### src/hw/rtl/hst_pkg.sv
// Shared types and constants for the handle slot table.
package hst_pkg;

   // Table geometry
   localparam int TABLE_SIZE = 16;
   localparam int IDX_W      = (TABLE_SIZE > 1) ? $clog2(TABLE_SIZE) : 1;

   // Field widths
   localparam int OP_W     = 3;
   localparam int SLOT_W   = 6;
   localparam int HANDLE_W = 64;
   localparam int ACT_W    = 2;

   // All-ones handle value; alloc refuses it as a handle, as it refuses zero
   localparam logic [HANDLE_W-1:0] FREE_MARK = '1;

   // Operation codes
   localparam logic [OP_W-1:0] OP_ALLOC     = 3'd0;
   localparam logic [OP_W-1:0] OP_LOOKUP    = 3'd1;
   localparam logic [OP_W-1:0] OP_CLOSE     = 3'd2;
   localparam logic [OP_W-1:0] OP_DUP       = 3'd3;
   localparam logic [OP_W-1:0] OP_DUP2      = 3'd4;
   localparam logic [OP_W-1:0] OP_CLOSE_ALL = 3'd5;

   // Action codes
   localparam logic [ACT_W-1:0] ACT_NONE    = 2'd0;
   localparam logic [ACT_W-1:0] ACT_RELEASE = 2'd1;
   localparam logic [ACT_W-1:0] ACT_RETAIN  = 2'd2;

   // Controller states
   typedef enum logic [3:0] {
      ST_IDLE,
      ST_DECODE,
      ST_LOOK,
      ST_D2_REL,
      ST_D2_SRC,
      ST_D2_CPY,
      ST_CA_SCAN,
      ST_CA_REL,
      ST_OUT
   } state_type;

   // Result templates the datapath can build
   typedef enum logic [3:0] {
      RES_ERROR,
      RES_ALLOC,
      RES_LOOKUP,
      RES_CLOSE,
      RES_DUP,
      RES_D2_EQ,
      RES_D2_REL,
      RES_D2_CPY,
      RES_CA_REL,
      RES_CA_EMPTY
   } res_type;

   // Read address sources
   typedef enum logic [1:0] {
      RD_SLOT,
      RD_TARGET,
      RD_SCAN
   } rd_sel_type;

   // Controller to datapath
   typedef struct packed {
      logic       capture;
      logic       rd_en;
      rd_sel_type rd_sel;
      logic       res_load;
      res_type    res_kind;
   } cmd_type;

   // Datapath to controller
   typedef struct packed {
      logic [OP_W-1:0] op;
      logic            slot_ok;
      logic            target_ok;
      logic            src_occ;
      logic            tgt_occ;
      logic            free_found;
      logic            handle_bad;
      logic            equal;
      logic            any_occ;
      logic            res_last;
   } stat_type;

endpackage

### src/hw/rtl/hst_datapath.sv
// Slot memory, occupancy bits, slot search and result register.
module hst_datapath (
   input  logic                            clock,
   input  logic                            reset,
   input  hst_pkg::cmd_type                cmd,
   output hst_pkg::stat_type               stat,
   input  logic [hst_pkg::OP_W-1:0]        in_operation,
   input  logic [hst_pkg::SLOT_W-1:0]      in_slot,
   input  logic [hst_pkg::SLOT_W-1:0]      in_target_slot,
   input  logic [hst_pkg::HANDLE_W-1:0]    in_handle,
   output logic                            out_status,
   output logic [hst_pkg::SLOT_W-1:0]      out_slot_index,
   output logic [hst_pkg::HANDLE_W-1:0]    out_handle,
   output logic [hst_pkg::ACT_W-1:0]       out_action,
   output logic                            out_last
);

   // Captured request beat
   logic [hst_pkg::OP_W-1:0]     op_ff;
   logic [hst_pkg::SLOT_W-1:0]   slot_ff;
   logic [hst_pkg::SLOT_W-1:0]   target_ff;
   logic [hst_pkg::HANDLE_W-1:0] handle_ff;

   // Occupancy and memory
   logic [hst_pkg::TABLE_SIZE-1:0] occ_ff, occ_in;
   logic [hst_pkg::HANDLE_W-1:0]   mem [hst_pkg::TABLE_SIZE];
   logic [hst_pkg::HANDLE_W-1:0]   rdata_ff;
   logic [hst_pkg::IDX_W-1:0]      scan_ff, scan_in;

   // Result register
   logic                         res_status_ff, res_status_in;
   logic [hst_pkg::SLOT_W-1:0]   res_slot_ff, res_slot_in;
   logic [hst_pkg::HANDLE_W-1:0] res_handle_ff, res_handle_in;
   logic [hst_pkg::ACT_W-1:0]    res_action_ff, res_action_in;
   logic                         res_last_ff, res_last_in;

   // Decode helpers
   logic [hst_pkg::IDX_W-1:0]      slot_idx, target_idx, free_idx, occ_idx, rd_addr, wr_addr;
   logic                           free_found, slot_ok, target_ok, src_occ, tgt_occ;
   logic [hst_pkg::TABLE_SIZE-1:0] scan_mask;
   logic [hst_pkg::SLOT_W-1:0]     err_slot;
   logic                           wr_en;
   logic [hst_pkg::HANDLE_W-1:0]   wr_data;

   // Capture the request beat
   always_ff @(posedge clock) begin
      if (cmd.capture) begin
         op_ff     <= in_operation;
         slot_ff   <= in_slot;
         target_ff <= in_target_slot;
         handle_ff <= in_handle;
      end
   end

   // Range and occupancy checks
   assign slot_ok    = {1'b0, slot_ff} < (hst_pkg::SLOT_W + 1)'(hst_pkg::TABLE_SIZE);
   assign target_ok  = {1'b0, target_ff} < (hst_pkg::SLOT_W + 1)'(hst_pkg::TABLE_SIZE);
   assign slot_idx   = slot_ff[hst_pkg::IDX_W-1:0];
   assign target_idx = target_ff[hst_pkg::IDX_W-1:0];
   assign src_occ    = slot_ok && occ_ff[slot_idx];
   assign tgt_occ    = target_ok && occ_ff[target_idx];

   // Lowest free and lowest occupied slot
   always_comb begin
      free_idx   = '0;
      free_found = 1'b0;
      occ_idx    = '0;
      for (int i = hst_pkg::TABLE_SIZE - 1; i >= 0; i--) begin
         if (!occ_ff[i]) begin
            free_idx   = hst_pkg::IDX_W'(i);
            free_found = 1'b1;
         end
         if (occ_ff[i]) begin
            occ_idx = hst_pkg::IDX_W'(i);
         end
      end
   end

   // Mask of the slot under close-all
   always_comb begin
      for (int i = 0; i < hst_pkg::TABLE_SIZE; i++) begin
         scan_mask[i] = (hst_pkg::IDX_W'(i) == scan_ff);
      end
   end

   // Status toward the controller
   always_comb begin
      stat.op         = op_ff;
      stat.slot_ok    = slot_ok;
      stat.target_ok  = target_ok;
      stat.src_occ    = src_occ;
      stat.tgt_occ    = tgt_occ;
      stat.free_found = free_found;
      stat.handle_bad = (handle_ff == '0) || (handle_ff == hst_pkg::FREE_MARK);
      stat.equal      = (slot_ff == target_ff);
      stat.any_occ    = |occ_ff;
      stat.res_last   = res_last_ff;
   end

   // Read address select
   always_comb begin
      case (cmd.rd_sel)
         hst_pkg::RD_SLOT:   rd_addr = slot_idx;
         hst_pkg::RD_TARGET: rd_addr = target_idx;
         hst_pkg::RD_SCAN:   rd_addr = occ_idx;
         default:            rd_addr = slot_idx;
      endcase
   end

   // Slot index reported on an error
   always_comb begin
      case (op_ff)
         hst_pkg::OP_ALLOC: err_slot = '0;
         hst_pkg::OP_DUP2:  err_slot = target_ff;
         default:           err_slot = slot_ff;
      endcase
   end

   // Build the result, table write and occupancy update
   always_comb begin
      res_status_in = res_status_ff;
      res_slot_in   = res_slot_ff;
      res_handle_in = res_handle_ff;
      res_action_in = res_action_ff;
      res_last_in   = res_last_ff;
      occ_in        = occ_ff;
      wr_en         = 1'b0;
      wr_addr       = free_idx;
      wr_data       = handle_ff;
      scan_in       = scan_ff;
      if (cmd.rd_en && cmd.rd_sel == hst_pkg::RD_SCAN) begin
         scan_in = occ_idx;
      end
      if (cmd.res_load) begin
         res_status_in = 1'b0;
         res_handle_in = '0;
         res_action_in = hst_pkg::ACT_NONE;
         res_last_in   = 1'b1;
         case (cmd.res_kind)
            hst_pkg::RES_ERROR: begin
               res_status_in = 1'b1;
               res_slot_in   = err_slot;
            end
            hst_pkg::RES_ALLOC: begin
               res_slot_in      = hst_pkg::SLOT_W'(free_idx);
               res_handle_in    = handle_ff;
               wr_en            = 1'b1;
               occ_in[free_idx] = 1'b1;
            end
            hst_pkg::RES_LOOKUP: begin
               res_slot_in   = slot_ff;
               res_handle_in = rdata_ff;
            end
            hst_pkg::RES_CLOSE: begin
               res_slot_in      = slot_ff;
               res_handle_in    = rdata_ff;
               res_action_in    = hst_pkg::ACT_RELEASE;
               occ_in[slot_idx] = 1'b0;
            end
            hst_pkg::RES_DUP: begin
               res_slot_in      = hst_pkg::SLOT_W'(free_idx);
               res_handle_in    = rdata_ff;
               res_action_in    = hst_pkg::ACT_RETAIN;
               wr_en            = 1'b1;
               wr_data          = rdata_ff;
               occ_in[free_idx] = 1'b1;
            end
            hst_pkg::RES_D2_EQ: begin
               res_slot_in = target_ff;
            end
            hst_pkg::RES_D2_REL: begin
               res_slot_in   = target_ff;
               res_handle_in = rdata_ff;
               res_action_in = hst_pkg::ACT_RELEASE;
               res_last_in   = 1'b0;
            end
            hst_pkg::RES_D2_CPY: begin
               res_slot_in        = target_ff;
               res_handle_in      = rdata_ff;
               res_action_in      = hst_pkg::ACT_RETAIN;
               wr_en              = 1'b1;
               wr_addr            = target_idx;
               wr_data            = rdata_ff;
               occ_in[target_idx] = 1'b1;
            end
            hst_pkg::RES_CA_REL: begin
               res_slot_in   = hst_pkg::SLOT_W'(scan_ff);
               res_handle_in = rdata_ff;
               res_action_in = hst_pkg::ACT_RELEASE;
               res_last_in   = ((occ_ff & ~scan_mask) == '0);
               occ_in        = occ_ff & ~scan_mask;
            end
            hst_pkg::RES_CA_EMPTY: begin
               res_slot_in = '0;
            end
            default: begin
               res_status_in = 1'b1;
               res_slot_in   = err_slot;
            end
         endcase
      end
   end

   // Slot memory: one write port, one registered read port
   always_ff @(posedge clock) begin
      if (wr_en) begin
         mem[wr_addr] <= wr_data;
      end
   end

   always_ff @(posedge clock) begin
      if (cmd.rd_en) begin
         rdata_ff <= mem[rd_addr];
      end
   end

   // Occupancy bits
   always_ff @(posedge clock) begin
      if (reset) begin
         occ_ff <= '0;
      end else begin
         occ_ff <= occ_in;
      end
   end

   // Scan index and result register
   always_ff @(posedge clock) begin
      scan_ff       <= scan_in;
      res_status_ff <= res_status_in;
      res_slot_ff   <= res_slot_in;
      res_handle_ff <= res_handle_in;
      res_action_ff <= res_action_in;
      res_last_ff   <= res_last_in;
   end

   assign out_status     = res_status_ff;
   assign out_slot_index = res_slot_ff;
   assign out_handle     = res_handle_ff;
   assign out_action     = res_action_ff;
   assign out_last       = res_last_ff;

   // A new entry only ever lands in a free slot
   a_alloc_free: assert property (@(posedge clock) disable iff (reset)
      (cmd.res_load && (cmd.res_kind == hst_pkg::RES_ALLOC ||
                        cmd.res_kind == hst_pkg::RES_DUP)) |-> free_found)
      else $error("allocation without a free slot");

   // A close-all release frees the slot it names
   a_release_clears: assert property (@(posedge clock) disable iff (reset)
      (cmd.res_load && cmd.res_kind == hst_pkg::RES_CA_REL) |=> !occ_ff[$past(scan_ff)])
      else $error("released slot still occupied");

endmodule

### src/hw/rtl/hst_controller.sv
// Sequencer that steps the datapath through each operation.
module hst_controller (
   input  logic               clock,
   input  logic               reset,
   input  logic               req_tvalid,
   output logic               req_tready,
   output logic               rsp_tvalid,
   input  logic               rsp_tready,
   input  hst_pkg::stat_type  stat,
   output hst_pkg::cmd_type   cmd
);

   hst_pkg::state_type  state_ff, state_in;

   // Decision taken in the decode state
   hst_pkg::state_type  dec_next;
   logic                dec_load;
   hst_pkg::res_type    dec_kind;
   logic                dec_rd;
   hst_pkg::rd_sel_type dec_sel;
   hst_pkg::res_type    look_kind;

   // Check the captured beat and pick the first step
   always_comb begin
      dec_next = hst_pkg::ST_OUT;
      dec_load = 1'b1;
      dec_kind = hst_pkg::RES_ERROR;
      dec_rd   = 1'b0;
      dec_sel  = hst_pkg::RD_SLOT;
      case (stat.op)
         hst_pkg::OP_ALLOC: begin
            if (!stat.handle_bad && stat.free_found) begin
               dec_kind = hst_pkg::RES_ALLOC;
            end
         end
         hst_pkg::OP_LOOKUP, hst_pkg::OP_CLOSE: begin
            if (stat.src_occ) begin
               dec_load = 1'b0;
               dec_rd   = 1'b1;
               dec_next = hst_pkg::ST_LOOK;
            end
         end
         hst_pkg::OP_DUP: begin
            if (stat.src_occ && stat.free_found) begin
               dec_load = 1'b0;
               dec_rd   = 1'b1;
               dec_next = hst_pkg::ST_LOOK;
            end
         end
         hst_pkg::OP_DUP2: begin
            if (stat.slot_ok && stat.target_ok) begin
               if (stat.equal) begin
                  dec_kind = hst_pkg::RES_D2_EQ;
               end else if (stat.src_occ) begin
                  dec_load = 1'b0;
                  if (stat.tgt_occ) begin
                     dec_rd   = 1'b1;
                     dec_sel  = hst_pkg::RD_TARGET;
                     dec_next = hst_pkg::ST_D2_REL;
                  end else begin
                     dec_next = hst_pkg::ST_D2_SRC;
                  end
               end
            end
         end
         hst_pkg::OP_CLOSE_ALL: begin
            if (stat.any_occ) begin
               dec_load = 1'b0;
               dec_next = hst_pkg::ST_CA_SCAN;
            end else begin
               dec_kind = hst_pkg::RES_CA_EMPTY;
            end
         end
         default: begin
            dec_kind = hst_pkg::RES_ERROR;
         end
      endcase
   end

   // Result for a single read operation
   always_comb begin
      case (stat.op)
         hst_pkg::OP_LOOKUP: look_kind = hst_pkg::RES_LOOKUP;
         hst_pkg::OP_CLOSE:  look_kind = hst_pkg::RES_CLOSE;
         default:            look_kind = hst_pkg::RES_DUP;
      endcase
   end

   // Next state
   always_comb begin
      state_in = state_ff;
      case (state_ff)
         hst_pkg::ST_IDLE: begin
            if (req_tvalid) begin
               state_in = hst_pkg::ST_DECODE;
            end
         end
         hst_pkg::ST_DECODE:  state_in = dec_next;
         hst_pkg::ST_LOOK:    state_in = hst_pkg::ST_OUT;
         hst_pkg::ST_D2_REL:  state_in = hst_pkg::ST_OUT;
         hst_pkg::ST_D2_SRC:  state_in = hst_pkg::ST_D2_CPY;
         hst_pkg::ST_D2_CPY:  state_in = hst_pkg::ST_OUT;
         hst_pkg::ST_CA_SCAN: state_in = hst_pkg::ST_CA_REL;
         hst_pkg::ST_CA_REL:  state_in = hst_pkg::ST_OUT;
         hst_pkg::ST_OUT: begin
            if (rsp_tready) begin
               if (stat.res_last) begin
                  state_in = hst_pkg::ST_IDLE;
               end else if (stat.op == hst_pkg::OP_DUP2) begin
                  state_in = hst_pkg::ST_D2_SRC;
               end else begin
                  state_in = hst_pkg::ST_CA_SCAN;
               end
            end
         end
         default: state_in = hst_pkg::ST_IDLE;
      endcase
   end

   // Commands and handshake outputs
   always_comb begin
      cmd        = '0;
      req_tready = 1'b0;
      rsp_tvalid = 1'b0;
      case (state_ff)
         hst_pkg::ST_IDLE: begin
            req_tready  = 1'b1;
            cmd.capture = req_tvalid;
         end
         hst_pkg::ST_DECODE: begin
            cmd.rd_en    = dec_rd;
            cmd.rd_sel   = dec_sel;
            cmd.res_load = dec_load;
            cmd.res_kind = dec_kind;
         end
         hst_pkg::ST_LOOK: begin
            cmd.res_load = 1'b1;
            cmd.res_kind = look_kind;
         end
         hst_pkg::ST_D2_REL: begin
            cmd.res_load = 1'b1;
            cmd.res_kind = hst_pkg::RES_D2_REL;
         end
         hst_pkg::ST_D2_SRC: begin
            cmd.rd_en  = 1'b1;
            cmd.rd_sel = hst_pkg::RD_SLOT;
         end
         hst_pkg::ST_D2_CPY: begin
            cmd.res_load = 1'b1;
            cmd.res_kind = hst_pkg::RES_D2_CPY;
         end
         hst_pkg::ST_CA_SCAN: begin
            cmd.rd_en  = 1'b1;
            cmd.rd_sel = hst_pkg::RD_SCAN;
         end
         hst_pkg::ST_CA_REL: begin
            cmd.res_load = 1'b1;
            cmd.res_kind = hst_pkg::RES_CA_REL;
         end
         hst_pkg::ST_OUT: begin
            rsp_tvalid = 1'b1;
         end
         default: begin
            cmd = '0;
         end
      endcase
   end

   // State register
   always_ff @(posedge clock) begin
      if (reset) begin
         state_ff <= hst_pkg::ST_IDLE;
      end else begin
         state_ff <= state_in;
      end
   end

   // Close-all only releases while something is occupied
   a_scan_nonempty: assert property (@(posedge clock) disable iff (reset)
      (state_ff == hst_pkg::ST_CA_REL) |-> stat.any_occ)
      else $error("close-all release with an empty table");

   // The copy step of dup2 still sees an occupied source
   a_copy_source: assert property (@(posedge clock) disable iff (reset)
      (state_ff == hst_pkg::ST_D2_CPY) |-> stat.src_occ)
      else $error("dup2 copy from a free slot");

   // The release ahead of a dup2 copy never closes the run
   a_release_not_last: assert property (@(posedge clock) disable iff (reset)
      (state_ff == hst_pkg::ST_D2_REL) |=> !stat.res_last)
      else $error("dup2 release marked last");

endmodule

### src/hw/rtl/handle_slot_table.sv
// Top level of the handle slot table: stream ports around controller and datapath.
//
// A table of 16 handle slots, all free after reset. Each request beat carries
// one operation and answers with one or more response beats, the final one
// marked by rsp_tlast. One request is in work at a time. Alloc and every error
// pass through capture, decode and result steps; lookup, close and dup add a
// read step before the result, because the slot memory has one registered read
// port. Dup2 onto an occupied slot gives a release and, once that beat is
// taken, the retain. Close-all gives one release beat per occupied slot, lowest
// first, and each beat waits on rsp_tready. A new request is accepted the cycle
// after the last response beat is taken.
module handle_slot_table (
   input  logic        clock,
   input  logic        reset,
   input  logic        req_tvalid,
   output logic        req_tready,
   input  logic [79:0] req_tdata,  // slot[5:0], target_slot[11:6], handle[75:12], zero pad
   input  logic [2:0]  req_tuser,  // operation[2:0]
   output logic        rsp_tvalid,
   input  logic        rsp_tready,
   output logic [71:0] rsp_tdata,  // status[0], slot_index[6:1], handle_out[70:7], zero pad
   output logic [1:0]  rsp_tuser,  // action[1:0]
   output logic        rsp_tlast
);

   hst_pkg::cmd_type  cmd;
   hst_pkg::stat_type stat;

   logic                         out_status;
   logic [hst_pkg::SLOT_W-1:0]   out_slot_index;
   logic [hst_pkg::HANDLE_W-1:0] out_handle;
   logic [hst_pkg::ACT_W-1:0]    out_action;

   hst_controller u_ctrl (
      .clock      (clock),
      .reset      (reset),
      .req_tvalid (req_tvalid),
      .req_tready (req_tready),
      .rsp_tvalid (rsp_tvalid),
      .rsp_tready (rsp_tready),
      .stat       (stat),
      .cmd        (cmd)
   );

   hst_datapath u_dp (
      .clock          (clock),
      .reset          (reset),
      .cmd            (cmd),
      .stat           (stat),
      .in_operation   (req_tuser),
      .in_slot        (req_tdata[5:0]),
      .in_target_slot (req_tdata[11:6]),
      .in_handle      (req_tdata[75:12]),
      .out_status     (out_status),
      .out_slot_index (out_slot_index),
      .out_handle     (out_handle),
      .out_action     (out_action),
      .out_last       (rsp_tlast)
   );

   // Pack the response beat
   assign rsp_tdata = {1'b0, out_handle, out_slot_index, out_status};
   assign rsp_tuser = out_action;

endmodule
### config.mk
export PLATFORM = sky130hd
export DESIGN_NAME = handle_slot_table
export DESIGN_NICKNAME = d
export VERILOG_FILES = /design/src/hw/rtl/hst_pkg.sv /design/src/hw/rtl/hst_datapath.sv /design/src/hw/rtl/hst_controller.sv /design/src/hw/rtl/handle_slot_table.sv
export SDC_FILE = /design/constraint.sdc
export NUM_CORES = 2
export LEC_CHECK = 0
export BUFFER_PORTS_ARGS = -buffer_cell sky130_fd_sc_hd__buf_2
export CAP_MARGIN = 20
export CORE_MARGIN = 2
export CORE_UTILIZATION = 50
export CTS_CLUSTER_SIZE = 30
export DETAILED_ROUTE_END_ITERATION = 16
export PLACE_DENSITY = 0.66
export SLEW_MARGIN = 10
export SYNTH_ARGS = -nofsm -noshare
export SYNTH_HDL_FRONTEND = slang
export SYNTH_SLANG_ARGS = --single-unit
### constraint.sdc
create_clock -name clock -period 15.9 [get_ports clock]
set_clock_uncertainty 0.15 [all_clocks]
set_input_delay 4.77 -clock clock [delete_from_list [all_inputs] [get_ports clock]]
set_output_delay 4.77 -clock clock [all_outputs]
set_load 0.1 [all_outputs]
==> run summary <==
• **maximum number of pins on one net before global-route repair** 203
• **synthesized area** 53000 um^2
• **Worst Path Max Fanout** 67
• **number of remaining DRC errors** 0
• **most frequent standard cell in the layout excluding fill and tap cells** edfxtp_1
• **remaining max-slew budget at the tightest pin** 0.209
• **wire length on met2** 72.7 mm
• **number of unique standard cell types used by synthesis** 75
• **transition time at the pin with the least slew margin** 1.18 ns
• **ordered list of cells on the worst path** mux4_2 > mux4_2 > nor3b_1 > or4b_1 > nor2_1 > ha_1 > a21o_1 > a21oi_4 > buf_4 > a21boi_4 > buf_4 > nor2_4 > buf_4 > buf_4 > nand2_1 > a311o_1 > nand4_1
• **most used cells in the layout excluding fill and tap cells** 1245 x edfxtp_1, 654 x nand3_1, 433 x nand2_1
• **number of sinks driven by the clock tree** 1265
• **RD Place Congestion** 0.918
• **count of cells resized by post-cts repair** 0
• **number of buffers inserted for hold repair after clock tree synthesis** 0
• **storage element area** 37800 um^2
• **Port Buffer Count** 158
• **die footprint** 109000 um^2
• **Yosys reg bits** 1265
• **number of H-tree levels** 4
• **number of failing hold endpoints at the final stage** 0
• **Setup Viol. Count Final** 0
• **global-route wire length before repair** 229 mm
• **Worst Hold Slack** 0.433 ns
• **most prevalent standard cell on the critical path** buf_4
• **vias per inst** 6.71
• **count of boundary I/O pins** 164
• **Detailed Routing Iterations Pass 1** 8
• **worst vdd rail ir drop** 0.121 mV
• **count of flip-flops with a built-in enable after synthesis** 1245
• **total negative setup slack** 0 ns
• **Avg Cell Area, Syn** 13.5 um^2
• **highest clock frequency the design can meet** 140 MHz
• **proportion of synthesized flip-flops having asynchronous set or reset** 0
• **TritonCTS clock tree** yes
• **post-detailed-route count of antenna-violating nets** 0
• **number of nets in the finished design** 4031
• **fill count** 8362
• **final non-filler cell total** 5436
• **GRT Residual Overflow** 0
• **total instance count after detailed placement** 5195
• **share of final-layout standard cells stronger than drive strength 1** 0.131
• **status** finished clean
• **final instance area** 59100 um^2
• **area added between synthesis and finish** 11.5%
• **Largest stage delay, worst path** 0.86 ns
• **share of the core filled with cells in the final layout** 0.562
• **final routed wirelength across all metal layers** 158 mm
• **worst hold path type** reg2reg
• **Synth Warn #** 0
• **Worst path top cell family by delay** buffers and inverters
• **Main synth FF type** edfxtp_1
• **maximum clock path buffer count** 3
• **latest clock arrival within the worst-skew pair** 0.76 ns
• **maxcap violations** 0
• **antenna cell count** 0
• **Initial Util** 0.504
• **Power Density** 132 nW/um^2
• **share of the clock period used by the worst path after layout** 0.449
• **register clock-pin slew on the reported worst setup and hold paths** 0.06 ns
• **placeable core region** 105000 um^2
• **wire length on met3** 19.2 mm
• **total clock buffers created by CTS** 133
• **kind of start point of the critical path** flop
• **cell area reported after detailed placement** 54900 um^2
• **die height** 330 um
• **Overall Power** 7.79 mW
• **cell types with the largest area share after synthesis** edfxtp_1 71%, nand3_1 6.2%, nand2_1 3.1%
• **vias in the first global route** 34700
• **Net Count, Synth** 4019
• **count of mapped cells out of synthesis** 3930
• **unrepaired setup endpoints after global routing** no
• **Worst setup EP type** flop
• **Static Leak** 19.2 nW
• **floorplan die width** 330 um
• **fraction of post-synthesis cell area in the top cell type by area** 0.706
• **final setup margin** 8.76 ns
• **classification of the worst setup path** reg2reg
• **Highest Signal Layer** met4
• **row cnt** 119
• **DR vias** 36500
• **Root Driver** clkbuf_16
• **cell taking the most area after synthesis** edfxtp_1
• **required time at the worst-slack endpoint** 16.35 ns
• **Post CTS Setup Buffer Count** 0
• **drt initial violations** 5386
• **area of combinational cells with multiple inputs** 13900 um^2
• **Setup WS pre-CTS** 8.91 ns
• **Crit path arrival time** 7.59 ns
• **routed wirelength normalized by instance count** 29.1 um
• **Final Max Tran Viols** 0
• **final critical-path required period** 7.14 ns
• **number of antenna violations at the first check in global routing** 4
• **Detailed Place HPWL** 80.0 mm
• **sequential-to-total area share from yosys stat** 0.713
• **number of buffer and inverter stages on the critical path** 4
• **cell with the largest stage delay on the worst path** buf_4
• **DRT met1 WL** 62.3 mm
• **global-route usage over all layers** 0.288
## logic make-up (layout without fill, tap and decap cells)
group,after synthesis,after routing,share of synthesized area
simple gates,1598,1598,0.152
flops,1265,1265,0.713
buf+inv,374,489,0.0285
fa+ha+maj,2,2,0.000472
xor+xnor,7,7,0.00116
mux,81,81,0.0190
other cells,1,1,0.0000708
compound gates,602,602,0.0859
## area by class of cell
class	instances	area share
clock buffers	171	0.0591
inverters	21	0.00138
clock inverters	67	0.0108
well taps	1391	0.0295
repair buffers	230	0.0240
flip-flops and latches	1265	0.639
multi-input cells	2291	0.236
## synth_stat cells (12+ instances only)
| master | count |
|---|---|
| clkbuf_1 | 259 |
| a211oi_1 | 129 |
| o21a_1 | 12 |
| nor2_1 | 50 |
| buf_1 | 27 |
| dfxtp_1 | 20 |
| inv_1 | 21 |
| nand3_1 | 654 |
| a21oi_1 | 26 |
| buf_2 | 61 |
| nand2_1 | 435 |
| a22o_1 | 66 |
| o21ai_0 | 154 |
| nor2b_1 | 17 |
| and3_1 | 132 |
| o32ai_1 | 12 |
| nand4_1 | 220 |
| nor4_1 | 28 |
| edfxtp_1 | 1245 |
| a311o_1 | 128 |
| mux2_2 | 67 |
## metal layers
layer  vias up  global-route usage
met5         -                   0
met4         0              0.0942
met3       327              0.0630
met2      2345               0.448
met1     18300               0.406
li1      15500                   -
## sequential cells by signal, summed over array words and instances (netlist names)
signal and count:
u_dp.out_last 1, u_dp.op_ff 3, u_dp.scan_ff 4, u_dp.out_handle 64
u_dp.target_ff 6, u_dp.occ_ff 16, u_dp.out_action 2, u_dp.out_slot_index 6
u_dp.mem 1024, u_dp.slot_ff 6, u_dp.out_status 1, u_dp.handle_ff 64
u_dp.rdata_ff 64, u_ctrl.state_ff 4
## worst register-to-register path: cells and delay by family (launching register included)
| family | cells | cell delay [ns] |
|---|---|---|
| AOI/OAI and AO/OA | 4 | 0.91 |
| adders and majority gates | 1 | 0.50 |
| buffers and inverters | 4 | 2.31 |
| DFF | 1 | 0.79 |
| muxes | 2 | 0.64 |
| and+or+nand+nor | 6 | 1.70 |
## report_power, final
part,internal (mW),total (mW),switching (mW)
sequential,3.82,3.90,0.0834
clock,1.68,2.98,1.30
combinational,0.204,0.899,0.695
total,5.70,7.79,2.08
## final timing paths
check | start | end | slack, ns | cells after the start
setup / recovery | u_dp.target_ff[1] | u_dp.rdata_ff[31] | 8.76 | 17
hold / removal | u_dp.rdata_ff[51] | u_dp.out_handle[51] | 0.43 | 1
setup reg to reg | u_dp.target_ff[1] | u_dp.rdata_ff[31] | 8.76 | 17
hold reg to reg | u_dp.rdata_ff[51] | u_dp.out_handle[51] | 0.43 | 1
(Power assumes the default switching activity.)
